File: src/pnh_pkg.sv
// ----------------------------------------------------------------------------
// Perlin noise height package
// Hash constants, fixed-point constants and the gradient table generator.
// ----------------------------------------------------------------------------
package pnh_pkg;

  localparam logic [31:0] HASH_MUL_A = 32'd3284157443;
  localparam logic [31:0] HASH_MUL_B = 32'd1911520717;
  localparam logic [31:0] HASH_MUL_C = 32'd2048419325;

  localparam longint PI_Q30  = 64'sd3373259426;
  localparam longint ONE_Q30 = 64'sd1073741824;

  localparam int HEIGHT_SCALE = 24;
  localparam int HEIGHT_MAX   = 48;

  function automatic logic [31:0] rot16(input logic [31:0] v);
    return {v[15:0], v[31:16]};
  endfunction

  // Quotient rounded toward zero, found by shift and subtract. It only
  // feeds the gradient table values computed at elaboration.
  function automatic longint div_trunc(input longint num, input longint den);
    longint mag;
    longint dmag;
    longint rem;
    longint quo;
    mag  = (num < 0) ? -num : num;
    dmag = (den < 0) ? -den : den;
    rem  = 0;
    quo  = 0;
    for (int i = 62; i >= 0; i--) begin
      rem = (rem <<< 1) | ((mag >>> i) & 64'sd1);
      if (rem >= dmag) begin
        rem = rem - dmag;
        quo = quo | (64'sd1 <<< i);
      end
    end
    return ((num < 0) != (den < 0)) ? -quo : quo;
  endfunction

  // Cosine or sine of angle j*pi/2^(atb-1) in Q15, evaluated at elaboration
  // with truncated Q30 Taylor terms.
  function automatic logic [15:0] trig_q15(input int j, input int atb,
                                           input logic want_cos);
    longint t;
    longint ts;
    longint tc;
    longint ss;
    longint sc;
    longint v;
    longint r;
    t  = (longint'(j) * PI_Q30) >>> (atb - 1);
    ts = t;
    tc = ONE_Q30;
    ss = t;
    sc = ONE_Q30;
    for (int n = 1; n <= 7; n++) begin
      ts = div_trunc(ts * t, ONE_Q30);
      ts = div_trunc(ts * t, ONE_Q30);
      ts = div_trunc(-ts, longint'((2 * n) * (2 * n + 1)));
      ss = ss + ts;
      tc = div_trunc(tc * t, ONE_Q30);
      tc = div_trunc(tc * t, ONE_Q30);
      tc = div_trunc(-tc, longint'((2 * n - 1) * (2 * n)));
      sc = sc + tc;
    end
    v = want_cos ? sc : ss;
    if (v < 0) begin
      v = 0;
    end
    r = (v + 64'sd16384) >>> 15;
    if (r > 64'sd32767) begin
      r = 64'sd32767;
    end
    return r[15:0];
  endfunction

endpackage

File: src/pnh_hash.sv
// ----------------------------------------------------------------------------
// Corner hash
// Three-stage multiply, xor and rotate hash of one lattice corner.
// ----------------------------------------------------------------------------
module pnh_hash (
  input  logic        clk,
  input  logic [31:0] cx,
  input  logic [31:0] cz,
  output logic [31:0] hash
);
  import pnh_pkg::*;

  logic [31:0] a1_r;
  logic [31:0] cz1_r;
  logic [31:0] a2_r;
  logic [31:0] b2_r;
  logic [31:0] h3_r;

  always_ff @(posedge clk) begin
    a1_r  <= cx * HASH_MUL_A;
    cz1_r <= cz;
    a2_r  <= a1_r;
    b2_r  <= (cz1_r ^ rot16(a1_r)) * HASH_MUL_B;
    h3_r  <= (a2_r ^ rot16(b2_r)) * HASH_MUL_C;
  end

  assign hash = h3_r;

endmodule

File: config.mk
export PLATFORM = sky130hd
export DESIGN_NAME = pnh_hash
export DESIGN_NICKNAME = d
export VERILOG_FILES = /design/src/pnh_pkg.sv /design/src/pnh_hash.sv
export SDC_FILE = /design/constraint.sdc
export NUM_CORES = 2
export LEC_CHECK = 0
export ABC_CLOCK_PERIOD_IN_PS = 17300
export BUFFER_PORTS_ARGS = -buffer_cell sky130_fd_sc_hd__buf_2
export CAP_MARGIN = 10
export CELL_PAD_IN_SITES_DETAIL_PLACEMENT = 0
export CELL_PAD_IN_SITES_GLOBAL_PLACEMENT = 1
export CORE_MARGIN = 1
export CORE_UTILIZATION = 57
export DETAILED_ROUTE_END_ITERATION = 12
export PLACE_DENSITY = 0.95
export SYNTH_ARGS = -nofsm -noshare
export SYNTH_HDL_FRONTEND = slang
export SYNTH_SLANG_ARGS = --single-unit
export TNS_END_PERCENT = 50
File: constraint.sdc
create_clock -name clk -period 17.3 [get_ports clk]
set_input_delay 3.46 -clock clk [delete_from_list [all_inputs] [get_ports clk]]
set_output_delay 3.46 -clock clk [all_outputs]
set_load 0.02 [all_outputs]
==> reports/results.txt <==
Outcome -> finished, violations left
Violated checks -> design-rule violations
Mapped Avg Cell Area -> 10.64 sq um
Congestion Overflow GR -> 0
Synth Cell Area -> 27280 sq um
Unrepaired setup endpoints after global routing -> false
Post-Route WL -> 69.16 mm
Yosys reg bits -> 160
Crit path kind -> primary input to flop
Reg2reg end -> b2_r[31]
Core Region -> 46850 sq um
Synth Flop Type -> dfxtp_1
Global-route wire length before repair -> 108.5 mm
Most common cell after layout, fill and taps aside -> inv_1
Worst path max stage delay -> 510 ps
Initial core utilization -> 58.23%
Slowest CP cell -> fa_1
Die X -> 220.8 microns
EDFF count, synth -> 0
Wire length per cell -> 20.90 microns
HP Start -> a1_r[5]
Largest net degree at the start of global routing -> 18
CP dominant cell by count -> fa_1
Worst Tran Pin Value -> 1023 ps
R2R Setup Slk -> 9450 ps
Antenna violations before repair -> 3
Max Fclk -> 124.8 MHz
TritonCTS clock tree -> done
Gr usage total -> 30.78%
Io pins -> 97
Post-CTS sizing -> 0
Initial DRC count -> 1034
Diode count -> 0
P&R area growth vs syn -> 7.017%
Cell family with most CP delay -> adder cells
Worst R2R Start -> a1_r[19]
Drt pass-1 iters -> 9
Gpl congestion -> 0.9688
Clk pin slew, worst setup/hold paths -> 70 ps
Worst setup startpoint -> cx[3]
Die ar. -> 48740 sq um
Setup Buffers After CTS -> 0
Endpoints failing setup -> 0
Worst path bufs/invs -> 3
Pre-CTS WS -> 8820 ps
CTS Buffer Depth -> 2
Critical Path AT -> 8440 ps
Setup crit end kind -> flop
Yosys cell types -> 67
Clock sink count -> 160
Setup TNS -> 0 ps
Hold Path Stages -> 0
Port Buffers -> 96
Dpl hpwl -> 62.33 mm
Period minus WS final -> 8010 ps
Share of cells above drive strength 1 -> 6.104%
Worst-path cell chain -> buf_2 > fa_1 > ha_1 > ha_1 > inv_1 > fa_1 > fa_1 > inv_1 > fa_1 > fa_1 > fa_1 > ha_1 > or3_1 > o211ai_2 > nand2b_1 > a21oi_1 > xnor2_1
Total number of vias -> 17430
Hold Crit Class -> flop to flop
Layout Nets -> 3793
# rows -> 79
WHS Endpoint -> a2_r[5]
# hold bufs at CTS -> 0
Die H -> 220.8 microns
MaxCap Viol Count -> 0
Fin. Hold Viols -> 0
Vias per inst -> 5.265
Root Driver -> clkbuf_16
R2R depth -> 26
Worst setup SP type -> primary input
Yosys warns -> 0
Clk_skew -> 26.60 ps
Slew Limit Fails -> 0
CTS Buf Count -> 17
Syn nets -> 3668
Maximum level of the CTS H-tree -> 4
Cells after synthesis -> 2565
Final worst slack -> 9290 ps
Post-route ant nets -> 0
Clk Latency, worst-skew pair -> 510 ps
Util after Layout -> 62.32%
Seq. cell area -> 3203 sq um
Crit path max fanout -> 8
CP required -> 17730 ps
Hold slack -> 360.4 ps
Fillers -> 3885
Final period util -> 46.30%
Multi-input gate area -> 21080 sq um
DR DRC count -> 4
Sequential element share of the synthesized area -> 11.74%
Vias in the first global route -> 19480
Asr flop ratio synth -> 0%
Rel. slew slack -> 31.54%
Most frequent cells in the layout -> inv_1, ha_1, fa_1, dfxtp_1, xnor2_1
[routing by layer]
metal,vias to the layer above,GRT usage [%],wire length [microns]
li1,8025,-,-
met1,8840,39.55,29230
met2,449,51.07,33430
met3,112,6.392,3839
met4,2,11.78,2646
met5,-,0,11
[through the flow]
stage               instance area [sq um]  cells
floorplan                           27280   2565
global placement                    28600   3278
detailed placement                  28600   3278
CTS                                 29200   3310
global route                        29200   3310
finish                              29200   3310
[how the worst max path moves through the flow]
| stage | end | slack (ps) | depth (start not counted) |
|---|---|---|---|
| 2_1_floorplan | a1_r[31] | 9300 | 16 |
| 3_3_place_gp | a1_r[31] | 8940 | 17 |
| 3_5_place_dp | a1_r[29] | 8820 | 17 |
| 4_1_cts | a1_r[29] | 9350 | 17 |
| 5_1_grt | a1_r[29] | 9120 | 17 |
| 6_report | a1_r[29] | 9290 | 17 |
[cells by family (layout without fill, tap and decap cells)]
logic type               after synthesis  count (layout)  share of synthesized area (%)
AO/OA/AOI/OAI                        195             195                          5.187
XOR/XNOR                             239             239                          7.773
AND/OR/NAND/NOR                      130             130                          2.371
flip-flops                           160             160                          11.74
adder cells (fa/ha/maj)             1039            1039                          61.89
buffers and inverters                802             940                          11.03
[layout make-up]
class | instances | area share, %
clock inverter | 14 | 0.5571
tap | 607 | 2.601
sequential | 160 | 10.97
clock buffer | 18 | 1.470
multi-input combinational | 1603 | 72.19
timing repair buffer | 106 | 1.903
inverter | 802 | 10.31
[registers in the layout, indices dropped and copies added (netlist names)]
signal and flops:
a1_r 32, a2_r 32, b2_r 32, cz1_r 32
hash 32
[synth_stat cells, drive strengths merged, types with 8 or more instances]
library cell / number / area, sq um
nor3: 8 / 40.04
o21a: 18 / 135.1
xnor2: 147 / 1287
dfxtp: 160 / 3203
nor2: 46 / 172.7
fa: 518 / 10370
xor2: 90 / 788.3
a21oi: 49 / 245.2
nand2: 27 / 101.4
a21o: 29 / 221.5
ha: 520 / 6506
o21ai: 32 / 167.7
nand2b: 9 / 56.30
o21bai: 15 / 112.6
inv: 802 / 3010
Power is left out: the tool's default activity adds up to more than one toggle a clock period on the data nets, which glitch-free logic cannot reach.
